File: src/design/cocp_pkg.sv
// ----------------------------------------------------------------------------
// cocp_pkg
// Shared types and constants of the current offset, Clarke and Park block.
// ----------------------------------------------------------------------------
`default_nettype none

package cocp_pkg;

  // converter sample width and sine table size (table size must be a power of two)
  localparam int unsigned ADC_BITS     = 12;
  localparam int unsigned SINE_ENTRIES = 1024;
  localparam int unsigned ANGLE_BITS   = 16;
  localparam int unsigned ANGLE_DROP   = ANGLE_BITS - $clog2(SINE_ENTRIES);
  localparam logic [ANGLE_BITS-1:0] TA_MASK = ANGLE_BITS'(17'h0FFFF << ANGLE_DROP);

  localparam int unsigned OFS_FRAC  = 12;
  localparam int unsigned SUM_W     = 28;
  localparam int unsigned CNT_W     = 17;
  localparam int unsigned OFS_W     = 24;
  localparam int unsigned CAL_W     = 16;
  localparam int unsigned GAIN_W    = 24;
  localparam int unsigned PH_W      = 24;
  localparam int unsigned AB_W      = 25;
  localparam int unsigned NUM_W     = SUM_W + OFS_FRAC + 1;
  localparam int unsigned DIV_CNT_W = $clog2(NUM_W);

  localparam int unsigned IN_W     = 2 * ADC_BITS + ANGLE_BITS;
  localparam int unsigned IN_TW    = ((IN_W + 7) / 8) * 8;
  localparam int unsigned OUT_BITS = 2 * PH_W + 4 * AB_W;
  localparam int unsigned OUT_W    = ((OUT_BITS + 7) / 8) * 8;
  localparam int unsigned OUT_PAD  = OUT_W - OUT_BITS;

  localparam logic [CAL_W-1:0]  CAL_RESET  = 16'd10000;
  localparam logic [GAIN_W-1:0] GAIN_RESET = 24'd273039;

  localparam logic [15:0] POLY_A = 16'd25736;
  localparam logic [15:0] POLY_B = 16'd10512;
  localparam logic [15:0] POLY_C = 16'd1160;
  localparam logic signed [24:0] INV_SQRT3_Q24 = 25'sd9686330;

  // register indexes of the write port
  localparam logic [0:0] REG_CAL_SAMPLES  = 1'b0;
  localparam logic [0:0] REG_CURRENT_GAIN = 1'b1;

  typedef enum logic [4:0] {
    OP_IDLE,
    OP_LOAD,
    OP_ACC,
    OP_DIV_INIT,
    OP_DIV_STEP,
    OP_DIV_DONE,
    OP_IA,
    OP_IB,
    OP_BETA,
    OP_Z2,
    OP_T1,
    OP_T2,
    OP_R,
    OP_PAC,
    OP_PBS,
    OP_PBC,
    OP_PAS,
    OP_PUSH
  } dp_op_e;

  typedef struct packed {
    dp_op_e op;
    logic   cos_sel;
  } dp_cmd_t;

  typedef struct packed {
    logic calibrated;
    logic count_lt;
    logic div_last;
    logic out_free;
  } dp_sts_t;

endpackage

`default_nettype wire

File: src/design/cocp_ctrl.sv
// ----------------------------------------------------------------------------
// cocp_ctrl
// Sequencer: steps the datapath through calibration or one transform.
// ----------------------------------------------------------------------------
`default_nettype none

module cocp_ctrl import cocp_pkg::*; (
  input  wire logic    clk_i,
  input  wire logic    rst_ni,
  input  wire logic    s_axis_tvalid,
  output logic         s_axis_tready,
  input  wire dp_sts_t sts_i,
  output dp_cmd_t      cmd_o
);

  typedef enum logic [18:0] {
    S_IDLE     = 19'h00001,
    S_DISPATCH = 19'h00002,
    S_DIV      = 19'h00004,
    S_DIV_DONE = 19'h00008,
    S_IB       = 19'h00010,
    S_BETA     = 19'h00020,
    S_SZ2      = 19'h00040,
    S_ST1      = 19'h00080,
    S_ST2      = 19'h00100,
    S_SR       = 19'h00200,
    S_CZ2      = 19'h00400,
    S_CT1      = 19'h00800,
    S_CT2      = 19'h01000,
    S_CR       = 19'h02000,
    S_PAC      = 19'h04000,
    S_PBS      = 19'h08000,
    S_PBC      = 19'h10000,
    S_PAS      = 19'h20000,
    S_PUSH     = 19'h40000
  } state_e;

  state_e state_q, state_d;

  always_ff @(posedge clk_i or negedge rst_ni) begin
    if (!rst_ni) begin
      state_q <= S_IDLE;
    end else begin
      state_q <= state_d;
    end
  end

  always_comb begin
    state_d       = state_q;
    s_axis_tready = 1'b0;
    cmd_o.op      = OP_IDLE;
    cmd_o.cos_sel = 1'b0;
    unique case (state_q)
      S_IDLE: begin
        s_axis_tready = 1'b1;
        if (s_axis_tvalid) begin
          cmd_o.op = OP_LOAD;
          state_d  = S_DISPATCH;
        end
      end
      S_DISPATCH: begin
        if (sts_i.calibrated) begin
          cmd_o.op = OP_IA;
          state_d  = S_IB;
        end else if (sts_i.count_lt) begin
          cmd_o.op = OP_ACC;
          state_d  = S_IDLE;
        end else begin
          cmd_o.op = OP_DIV_INIT;
          state_d  = S_DIV;
        end
      end
      S_DIV: begin
        cmd_o.op = OP_DIV_STEP;
        if (sts_i.div_last) state_d = S_DIV_DONE;
      end
      S_DIV_DONE: begin
        cmd_o.op = OP_DIV_DONE;
        state_d  = S_IDLE;
      end
      S_IB: begin
        cmd_o.op = OP_IB;
        state_d  = S_BETA;
      end
      S_BETA: begin
        cmd_o.op = OP_BETA;
        state_d  = S_SZ2;
      end
      S_SZ2: begin
        cmd_o.op = OP_Z2;
        state_d  = S_ST1;
      end
      S_ST1: begin
        cmd_o.op = OP_T1;
        state_d  = S_ST2;
      end
      S_ST2: begin
        cmd_o.op = OP_T2;
        state_d  = S_SR;
      end
      S_SR: begin
        cmd_o.op = OP_R;
        state_d  = S_CZ2;
      end
      S_CZ2: begin
        cmd_o.op      = OP_Z2;
        cmd_o.cos_sel = 1'b1;
        state_d       = S_CT1;
      end
      S_CT1: begin
        cmd_o.op      = OP_T1;
        cmd_o.cos_sel = 1'b1;
        state_d       = S_CT2;
      end
      S_CT2: begin
        cmd_o.op      = OP_T2;
        cmd_o.cos_sel = 1'b1;
        state_d       = S_CR;
      end
      S_CR: begin
        cmd_o.op      = OP_R;
        cmd_o.cos_sel = 1'b1;
        state_d       = S_PAC;
      end
      S_PAC: begin
        cmd_o.op = OP_PAC;
        state_d  = S_PBS;
      end
      S_PBS: begin
        cmd_o.op = OP_PBS;
        state_d  = S_PBC;
      end
      S_PBC: begin
        cmd_o.op = OP_PBC;
        state_d  = S_PAS;
      end
      S_PAS: begin
        cmd_o.op = OP_PAS;
        state_d  = S_PUSH;
      end
      S_PUSH: begin
        if (sts_i.out_free) begin
          cmd_o.op = OP_PUSH;
          state_d  = S_IDLE;
        end
      end
      default: state_d = S_IDLE;
    endcase
  end

endmodule

`default_nettype wire

File: src/design/cocp_dp.sv
// ----------------------------------------------------------------------------
// cocp_dp
// Datapath: offset accumulators, offset dividers, one shared multiplier for
// scaling, Clarke, sine polynomial and Park, and the output register.
// ----------------------------------------------------------------------------
`default_nettype none

module cocp_dp import cocp_pkg::*; (
  input  wire logic              clk_i,
  input  wire logic              rst_ni,
  input  wire dp_cmd_t           cmd_i,
  output dp_sts_t                sts_o,
  input  wire logic              cfg_we_i,
  input  wire logic [0:0]        cfg_idx_i,
  input  wire logic [GAIN_W-1:0] cfg_wdata_i,
  input  wire logic [IN_TW-1:0]  in_data_i,
  input  wire logic              m_axis_tready,
  output logic                   m_axis_tvalid,
  output logic [OUT_W-1:0]       m_axis_tdata
);

  function automatic logic signed [55:0] rnd(input logic signed [55:0] v, input logic [4:0] n);
    logic signed [55:0] half;
    half = 56'sd1 <<< (n - 5'd1);
    return (v + half) >>> n;
  endfunction

  function automatic logic [PH_W-1:0] sat24(input logic signed [55:0] v);
    if (v > 56'sd8388607) return 24'h7FFFFF;
    else if (v < -56'sd8388608) return 24'h800000;
    else return v[PH_W-1:0];
  endfunction

  function automatic logic [AB_W-1:0] sat25(input logic signed [55:0] v);
    if (v > 56'sd16777215) return 25'h0FFFFFF;
    else if (v < -56'sd16777216) return 25'h1000000;
    else return v[AB_W-1:0];
  endfunction

  logic [CAL_W-1:0]  cal_q;
  logic [GAIN_W-1:0] gain_q;
  logic [ADC_BITS-1:0]   a_q, b_q;
  logic [ANGLE_BITS-1:0] angle_q;
  logic [SUM_W-1:0] sum_a_q, sum_b_q;
  logic [CNT_W-1:0] cnt_q;
  logic [OFS_W-1:0] off_a_q, off_b_q;
  logic             calibrated_q;
  logic [NUM_W-1:0] num_a_q, num_b_q;
  logic [CNT_W-1:0] rem_a_q, rem_b_q;
  logic [OFS_W-1:0] quo_a_q, quo_b_q;
  logic [DIV_CNT_W-1:0] div_cnt_q;
  logic signed [PH_W-1:0] ia_q, ib_q;
  logic signed [AB_W-1:0] beta_q, d_q, qq_q;
  logic [15:0]        z2_q, t_q;
  logic signed [16:0] sn_q, cs_q;
  logic signed [55:0] acc_q;
  logic               m_valid_q;
  logic [OUT_W-1:0]   m_data_q;

  logic signed [29:0] mul_a;
  logic signed [24:0] mul_b;
  logic signed [54:0] prod;
  logic signed [55:0] prod_x;
  logic [ANGLE_BITS-1:0] ta, p, pf;
  logic [14:0]  z;
  logic         neg;
  logic [CNT_W:0] rem_a_sh, rem_b_sh;
  logic [29:0]  r30;
  logic [16:0]  r;

  // table angle and quarter-wave fold
  always_comb begin
    ta = angle_q & TA_MASK;
    p  = cmd_i.cos_sel ? ta + 16'd16384 : ta;
    if (p >= 16'd16384 && p < 16'd49152) pf = 16'd32768 - p;
    else pf = p;
    neg = pf[15];
    z   = neg ? 15'(16'd0 - pf) : pf[14:0];
  end

  always_comb begin
    mul_a = '0;
    mul_b = '0;
    case (cmd_i.op)
      OP_IA: begin
        mul_a = $signed(30'({a_q, 12'b0})) - $signed(30'(off_a_q));
        mul_b = $signed(25'(gain_q));
      end
      OP_IB: begin
        mul_a = $signed(30'({b_q, 12'b0})) - $signed(30'(off_b_q));
        mul_b = $signed(25'(gain_q));
      end
      OP_BETA: begin
        mul_a = 30'(ia_q) + (30'(ib_q) <<< 1);
        mul_b = INV_SQRT3_Q24;
      end
      OP_Z2: begin
        mul_a = $signed(30'(z));
        mul_b = $signed(25'(z));
      end
      OP_T1: begin
        mul_a = $signed(30'(z2_q));
        mul_b = $signed(25'(POLY_C));
      end
      OP_T2: begin
        mul_a = $signed(30'(z2_q));
        mul_b = $signed(25'(t_q));
      end
      OP_R: begin
        mul_a = $signed(30'(z));
        mul_b = $signed(25'(t_q));
      end
      OP_PAC: begin
        mul_a = 30'(ia_q);
        mul_b = 25'(cs_q);
      end
      OP_PBS: begin
        mul_a = 30'(beta_q);
        mul_b = 25'(sn_q);
      end
      OP_PBC: begin
        mul_a = 30'(beta_q);
        mul_b = 25'(cs_q);
      end
      OP_PAS: begin
        mul_a = 30'(ia_q);
        mul_b = 25'(sn_q);
      end
      default: begin
        mul_a = '0;
        mul_b = '0;
      end
    endcase
  end

  assign prod     = mul_a * mul_b;
  assign prod_x   = {prod[54], prod};
  assign r30      = prod[29:0] + 30'd4096;
  assign r        = r30[29:13];
  assign rem_a_sh = {rem_a_q, num_a_q[NUM_W-1]};
  assign rem_b_sh = {rem_b_q, num_b_q[NUM_W-1]};

  // configuration and calibration state
  always_ff @(posedge clk_i or negedge rst_ni) begin
    if (!rst_ni) begin
      cal_q        <= CAL_RESET;
      gain_q       <= GAIN_RESET;
      sum_a_q      <= '0;
      sum_b_q      <= '0;
      cnt_q        <= '0;
      off_a_q      <= '0;
      off_b_q      <= '0;
      calibrated_q <= 1'b0;
      m_valid_q    <= 1'b0;
    end else begin
      if (cfg_we_i) begin
        unique case (cfg_idx_i)
          REG_CAL_SAMPLES:  cal_q  <= cfg_wdata_i[CAL_W-1:0];
          REG_CURRENT_GAIN: gain_q <= cfg_wdata_i;
          default: ;
        endcase
      end
      if (cmd_i.op == OP_ACC) begin
        sum_a_q <= sum_a_q + SUM_W'(a_q);
        sum_b_q <= sum_b_q + SUM_W'(b_q);
        cnt_q   <= cnt_q + 1'b1;
      end
      if (cmd_i.op == OP_DIV_DONE) begin
        // nothing summed means zero offsets
        off_a_q      <= (cnt_q == '0) ? '0 : quo_a_q;
        off_b_q      <= (cnt_q == '0) ? '0 : quo_b_q;
        calibrated_q <= 1'b1;
      end
      if (cmd_i.op == OP_PUSH) m_valid_q <= 1'b1;
      else if (m_axis_tready) m_valid_q <= 1'b0;
    end
  end

  // payload registers
  always_ff @(posedge clk_i) begin
    case (cmd_i.op)
      OP_LOAD: begin
        a_q     <= in_data_i[ADC_BITS-1:0];
        b_q     <= in_data_i[2*ADC_BITS-1:ADC_BITS];
        angle_q <= in_data_i[IN_W-1:2*ADC_BITS];
      end
      OP_DIV_INIT: begin
        num_a_q   <= NUM_W'({sum_a_q, 12'b0}) + NUM_W'(cnt_q >> 1);
        num_b_q   <= NUM_W'({sum_b_q, 12'b0}) + NUM_W'(cnt_q >> 1);
        rem_a_q   <= '0;
        rem_b_q   <= '0;
        quo_a_q   <= '0;
        quo_b_q   <= '0;
        div_cnt_q <= '0;
      end
      OP_DIV_STEP: begin
        // restoring division, one quotient bit per lane and cycle
        num_a_q   <= num_a_q << 1;
        num_b_q   <= num_b_q << 1;
        div_cnt_q <= div_cnt_q + 1'b1;
        if (rem_a_sh >= {1'b0, cnt_q}) begin
          rem_a_q <= CNT_W'(rem_a_sh - {1'b0, cnt_q});
          quo_a_q <= {quo_a_q[OFS_W-2:0], 1'b1};
        end else begin
          rem_a_q <= rem_a_sh[CNT_W-1:0];
          quo_a_q <= {quo_a_q[OFS_W-2:0], 1'b0};
        end
        if (rem_b_sh >= {1'b0, cnt_q}) begin
          rem_b_q <= CNT_W'(rem_b_sh - {1'b0, cnt_q});
          quo_b_q <= {quo_b_q[OFS_W-2:0], 1'b1};
        end else begin
          rem_b_q <= rem_b_sh[CNT_W-1:0];
          quo_b_q <= {quo_b_q[OFS_W-2:0], 1'b0};
        end
      end
      OP_IA:   ia_q   <= sat24(rnd(prod_x, 5'd20));
      OP_IB:   ib_q   <= sat24(rnd(prod_x, 5'd20));
      OP_BETA: beta_q <= sat25(rnd(prod_x, 5'd24));
      OP_Z2:   z2_q   <= prod[29:14];
      OP_T1:   t_q    <= POLY_B - prod[29:14];
      OP_T2:   t_q    <= POLY_A - prod[29:14];
      OP_R: begin
        if (cmd_i.cos_sel) cs_q <= neg ? -$signed(r) : $signed(r);
        else sn_q <= neg ? -$signed(r) : $signed(r);
      end
      OP_PAC: acc_q <= prod_x;
      OP_PBS: d_q   <= sat25(rnd(acc_q + prod_x, 5'd15));
      OP_PBC: acc_q <= prod_x;
      OP_PAS: qq_q  <= sat25(rnd(acc_q - prod_x, 5'd15));
      OP_PUSH: begin
        m_data_q <= {{OUT_PAD{1'b0}}, qq_q, d_q, beta_q, AB_W'(ia_q), ib_q, ia_q};
      end
      default: ;
    endcase
  end

  assign sts_o.calibrated = calibrated_q;
  assign sts_o.count_lt   = cnt_q < CNT_W'(cal_q);
  assign sts_o.div_last   = div_cnt_q == DIV_CNT_W'(NUM_W - 1);
  assign sts_o.out_free   = !m_valid_q || m_axis_tready;
  assign m_axis_tvalid    = m_valid_q;
  assign m_axis_tdata     = m_data_q;

endmodule

`default_nettype wire

File: src/design/current_offset_clarke_park.sv
// ----------------------------------------------------------------------------
// current_offset_clarke_park
// Phase-current front end: offset calibration, Clarke and Park transform.
// ----------------------------------------------------------------------------
// The first cal_samples words after reset are summed per phase and give no
// output. The next word starts a restoring division of both sums and also
// gives no output. Every later word gives one output word: one shared
// multiplier is stepped through the current scaling, beta, both sine
// polynomials and the four Park products, one product per cycle. A finished
// word waits in the output register while the next input word is already
// accepted; the last step of a transform holds only while the previous
// output word is still waiting.
`default_nettype none

module current_offset_clarke_park import cocp_pkg::*; (
  input  wire logic              clk_i,
  input  wire logic              rst_ni,
  input  wire logic              cfg_we_i,
  input  wire logic [0:0]        cfg_idx_i,
  input  wire logic [GAIN_W-1:0] cfg_wdata_i,
  input  wire logic              s_axis_tvalid,
  output logic                   s_axis_tready,
  // adc_a, adc_b, elec_angle
  input  wire logic [IN_TW-1:0]  s_axis_tdata,
  output logic                   m_axis_tvalid,
  input  wire logic              m_axis_tready,
  // phase_a_amps, phase_b_amps, alpha_amps, beta_amps, direct_amps,
  // quadrature_amps, zero pad
  output logic [OUT_W-1:0]       m_axis_tdata
);

  dp_cmd_t cmd;
  dp_sts_t sts;

  cocp_ctrl u_ctrl (
    .clk_i         (clk_i),
    .rst_ni        (rst_ni),
    .s_axis_tvalid (s_axis_tvalid),
    .s_axis_tready (s_axis_tready),
    .sts_i         (sts),
    .cmd_o         (cmd)
  );

  cocp_dp u_dp (
    .clk_i         (clk_i),
    .rst_ni        (rst_ni),
    .cmd_i         (cmd),
    .sts_o         (sts),
    .cfg_we_i      (cfg_we_i),
    .cfg_idx_i     (cfg_idx_i),
    .cfg_wdata_i   (cfg_wdata_i),
    .in_data_i     (s_axis_tdata),
    .m_axis_tready (m_axis_tready),
    .m_axis_tvalid (m_axis_tvalid),
    .m_axis_tdata  (m_axis_tdata)
  );

endmodule

`default_nettype wire

File: config.mk
export PLATFORM = sky130hd
export DESIGN_NAME = current_offset_clarke_park
export DESIGN_NICKNAME = d
export VERILOG_FILES = /design/src/design/cocp_pkg.sv /design/src/design/cocp_ctrl.sv /design/src/design/cocp_dp.sv /design/src/design/current_offset_clarke_park.sv
export SDC_FILE = /design/constraint.sdc
export NUM_CORES = 2
export LEC_CHECK = 0
export ABC_AREA = 1
export BUFFER_PORTS_ARGS = -buffer_cell sky130_fd_sc_hd__buf_2
export CAP_MARGIN = 30
export CORE_MARGIN = 1.5
export CORE_UTILIZATION = 55
export DETAILED_ROUTE_END_ITERATION = 8
export PLACE_DENSITY_LB_ADDON = 0.1
export RECOVER_POWER = 25
export SETUP_SLACK_MARGIN = 0.5
export SLEW_MARGIN = 30
export SYNTH_ARGS = -nofsm -noshare
export SYNTH_HDL_FRONTEND = slang
export SYNTH_SLANG_ARGS = --single-unit
export TNS_END_PERCENT = 10
File: constraint.sdc
create_clock -name clk_i -period 35.8 [get_ports clk_i]
set_input_delay 7.16 -clock clk_i [delete_from_list [all_inputs] [get_ports clk_i]]
set_output_delay 7.16 -clock clk_i [all_outputs]
set_load 0.005 [all_outputs]
==> flow_summary_export.csv <==
group,metric,value,unit
pwr,clkPwrFrac,0.406,
sta,hold_viol,0,
drt,drt_iter0_drc,5566,
setup_path,crit_required,36.20,ns
sta,setup_violations,0,
floorplanning,dieArea,134000,µm²
drt,wl_per_cell,21.7,µm
drt,drt_wl_total,232000,µm
sta,whs,0.408,ns
floorplanning,io_pins,224,
floorplanning,rows,133,
synthesis,yosys.area.top_type_share,0.231,
pwr,peakVddDrop,0.0396,mV
placement,io_buffers,213,
synthesis,synth.distinct_cells,86,
synthesis,synth_edf_count,559,
pwr,power_switching,0.000650,W
setup_path,crit_buf_inv,12,
global_routing,gr-total-overflow,0,
drt,firstDrtPassIters,6,
min_path,hold_path.class,"flop to flop",
drt,drc,0,
sta,min_period,20.99,ns
global_routing,grt_max_degree,98,
sta,setup_tns,0,ns
sta,rsz0062_at_grt,"no",
global_routing,grt_usage,0.349,
placement,dpl.hpwl,190000,µm
setup_path,worstSetupPathType,"input pin to flop",
setup_path,crit_family,"simple AND/OR/NAND/NOR gates",
setup_path,worstPathArrival,21.39,ns
pwr,power_frac_seq,0.444,
placement,gp_congestion,1.00,
job,max-cap-violations,9,
setup_path,cp_slowest_cell,"inv_1",
layout,nets,10157,
synthesis,syn_inst,8713,
synthesis,synthTopCellsByCount,"nand2_1 (1858), inv_1 (1747), nor2_1 (871)",
floorplanning,start_util,0.553,
sta,drv_slew,391,
setup_path,cp_slowest_stage_delay,0.85,ns
pwr,combPwrFrac,0.150,
clocking,cts_max_path_buffers,3,
synthesis,synth_most_common_cell,"nand2_1",
global_routing,grt_pass1_wl,355000,µm
synthesis,synth-seq-cells,741,
synthesis,yosys.area.top_type,"edfxtp_1",
synthesis,ys_warn_count,0,
layout,drive_gt1_frac,0.0675,
clocking,path_clk_slew,0.06,ns
clocking,cts_made_buffers,84,
drt,ant_nets,0,
clocking,cts_setup_buffers,0,
pwr,p_leak,38.4,nW
setup_path,worstSetupEndpointType,"flop",
clocking,cts_tree,"done",
sta,post-route-period-util,0.586,
sta,maxSlewHeadroom,-1.42,
clocking,htree_levels,3,
clocking,cts_resized,0,
pwr,powerDensity,28.7,nW/µm²
clocking,cts_root_buf,"clkbuf_16",
sta,finalClockSkew,0.0795,ns
synthesis,avgSynthCellArea,8.33,µm²
drt,via_per_inst,5.58,
synthesis,netlist_area,72500,µm²
setup_path,cp_max_fo,35,
global_routing,antenna_found_initial,3,
layout,synthToLayoutAreaGrowth,8.06,%
setup_path,cp_common_cell,"nand2_1",
pwr,internal-power,0.00160,W
synthesis,ys_seq_area_frac,0.294,
synthesis,async_flop_share,0.246,
sta,clock.fmax,0.0476,GHz
floorplanning,die_h,366,µm
floorplanning,die_w,366,µm
clocking,holdBufCountCts,0,
clocking,worstSkewPairLatency,0.74,ns
setup_path,start_kind,"input pin",
drt,vias,59753,
clocking,cts.sinks,741,
sta,worst_slew_pin_slew,3.63,ns
outcome,status,"finished with violations",
pwr,swShare,0.289,
outcome,violations,"max-capacitance violations, max-slew violations",
global_routing,first_global_vias,59729,
synthesis,synthTopCellsByArea,"edfxtp_1 (23%), fa_1 (20%), nand2_1 (9.6%)",
floorplanning,core-area,131000,µm²
synthesis,synth_flop_cell,"edfxtp_1",
==> sequential cells by signal (all words and copies together) (netlist names), 28 cells and up <==
register	count
u_dp.sum_a_q	28
u_dp.acc_q	55
u_dp.num_a_q	40
u_dp.num_b_q	30
u_dp.sum_b_q	28
u_dp.m_axis_tdata	123
==> worst reg2reg max path: cells and delay by family, from the launching register on <==
family / cells / cell delay (ns)
AND/OR/NAND/NOR: 30 / 5.07
AO/OA/AOI/OAI: 3 / 1.39
flip-flops: 1 / 0.43
buffers and inverters: 11 / 5.90
adder cells (fa/ha/maj): 10 / 4.74
==> area by class of cell <==
| cell class | count | area, µm² |
|---|---|---|
| diodes | 1 | 2.50 |
| clock buffers | 108 | 2330 |
| clock inverters | 50 | 619 |
| fillers | 12010 | 52700 |
| inverters | 1783 | 6700 |
| multi-input cells | 5969 | 43500 |
| flip-flops and latches | 741 | 21400 |
| well taps | 1755 | 2200 |
| repair buffers | 295 | 1660 |
==> worst paths after layout <==
| check | from | to | slack (ns) | depth (start not counted) |
|---|---|---|---|---|
| max | s_axis_tvalid | u_dp.qq_q[23]$_SDFFCE_PN1N_ | 14.81 | 55 |
| min in group asynchronous | rst_ni | u_dp.cnt_q[11]$_DFFE_PN0N_ | 6.49 | 1 |
| max reg2reg | u_ctrl.state_q[17]$_DFFE_PN0P_ | u_dp.qq_q[23]$_SDFFCE_PN1N_ | 17.98 | 54 |
| min | u_dp.qq_q[3]$_SDFFCE_PN1N_ | u_dp.m_axis_tdata[126]$_DFFE_PP_ | 0.41 | 0 |
| max in group asynchronous | rst_ni | u_dp.off_a_q[19]$_DFFE_PN0N_ | 27.39 | 3 |
| min reg2reg | u_dp.qq_q[3]$_SDFFCE_PN1N_ | u_dp.m_axis_tdata[126]$_DFFE_PP_ | 0.41 | 0 |
==> kinds of logic after synthesis <==
kind of cell	count (synthesis)	synth area share
other cells	1	0.0000517
xor+xnor	332	0.0414
buf+inv	2006	0.107
simple gates	3282	0.185
compound gates	1138	0.0892
flops	741	0.294
fa+ha+maj	1213	0.282
==> layout by cell type (no fill, tap or decap), types with 57 or more instances in the layout <==
cell type | netlist | routed
clkbuf_16 | 0 | 87
nor2_1 | 871 | 867
buf_2 | 22 | 212
inv_1 | 1747 | 1745
xnor2_1 | 92 | 91
edfxtp_1 | 559 | 559
nor3_1 | 83 | 83
nand3_1 | 245 | 244
nand2_1 | 1858 | 1856
a21oi_1 | 448 | 448
ha_1 | 505 | 505
xor2_1 | 227 | 224
o21ai_0 | 408 | 405
buf_4 | 37 | 70
fa_1 | 708 | 708
nand4_1 | 56 | 57
dfrtp_1 | 167 | 167
==> metal layers <==
metal | vias up | track usage | routed length (µm)
li1 | 27663 | - | -
met1 | 29225 | 0.471 | 95900
met2 | 2389 | 0.554 | 106000
met3 | 470 | 0.0581 | 18900
met4 | 6 | 0.155 | 11800
met5 | - | 0 | 43
==> stage by stage <==
step                worst slack, ns  area (µm²)  std cells  power (W)   util
global placement              14.71       75400      10542    0.00134  0.575
global route                  14.13       78400      10701    0.00234  0.598
finish                        14.81       78400      10702    0.00225  0.598
CTS                           15.25       78400      10700    0.00226  0.598
detailed placement            14.53       75500      10542    0.00135  0.576
floorplan                     17.28       72600       8716    0.00126      -
==> power groups by stage <==
stage	clock network [W]	logic, W	registers (W)
final	0.000913	0.000338	0.000998
after global routing	0.000959	0.000382	0.00100
after CTS	0.000926	0.000337	0.000997
after detailed placement	0	0.000334	0.00101
after global placement	0	0.000322	0.00101
after floorplan	0	0.000259	0.000998
No activity file was read; power rests on OpenSTA's default activity.
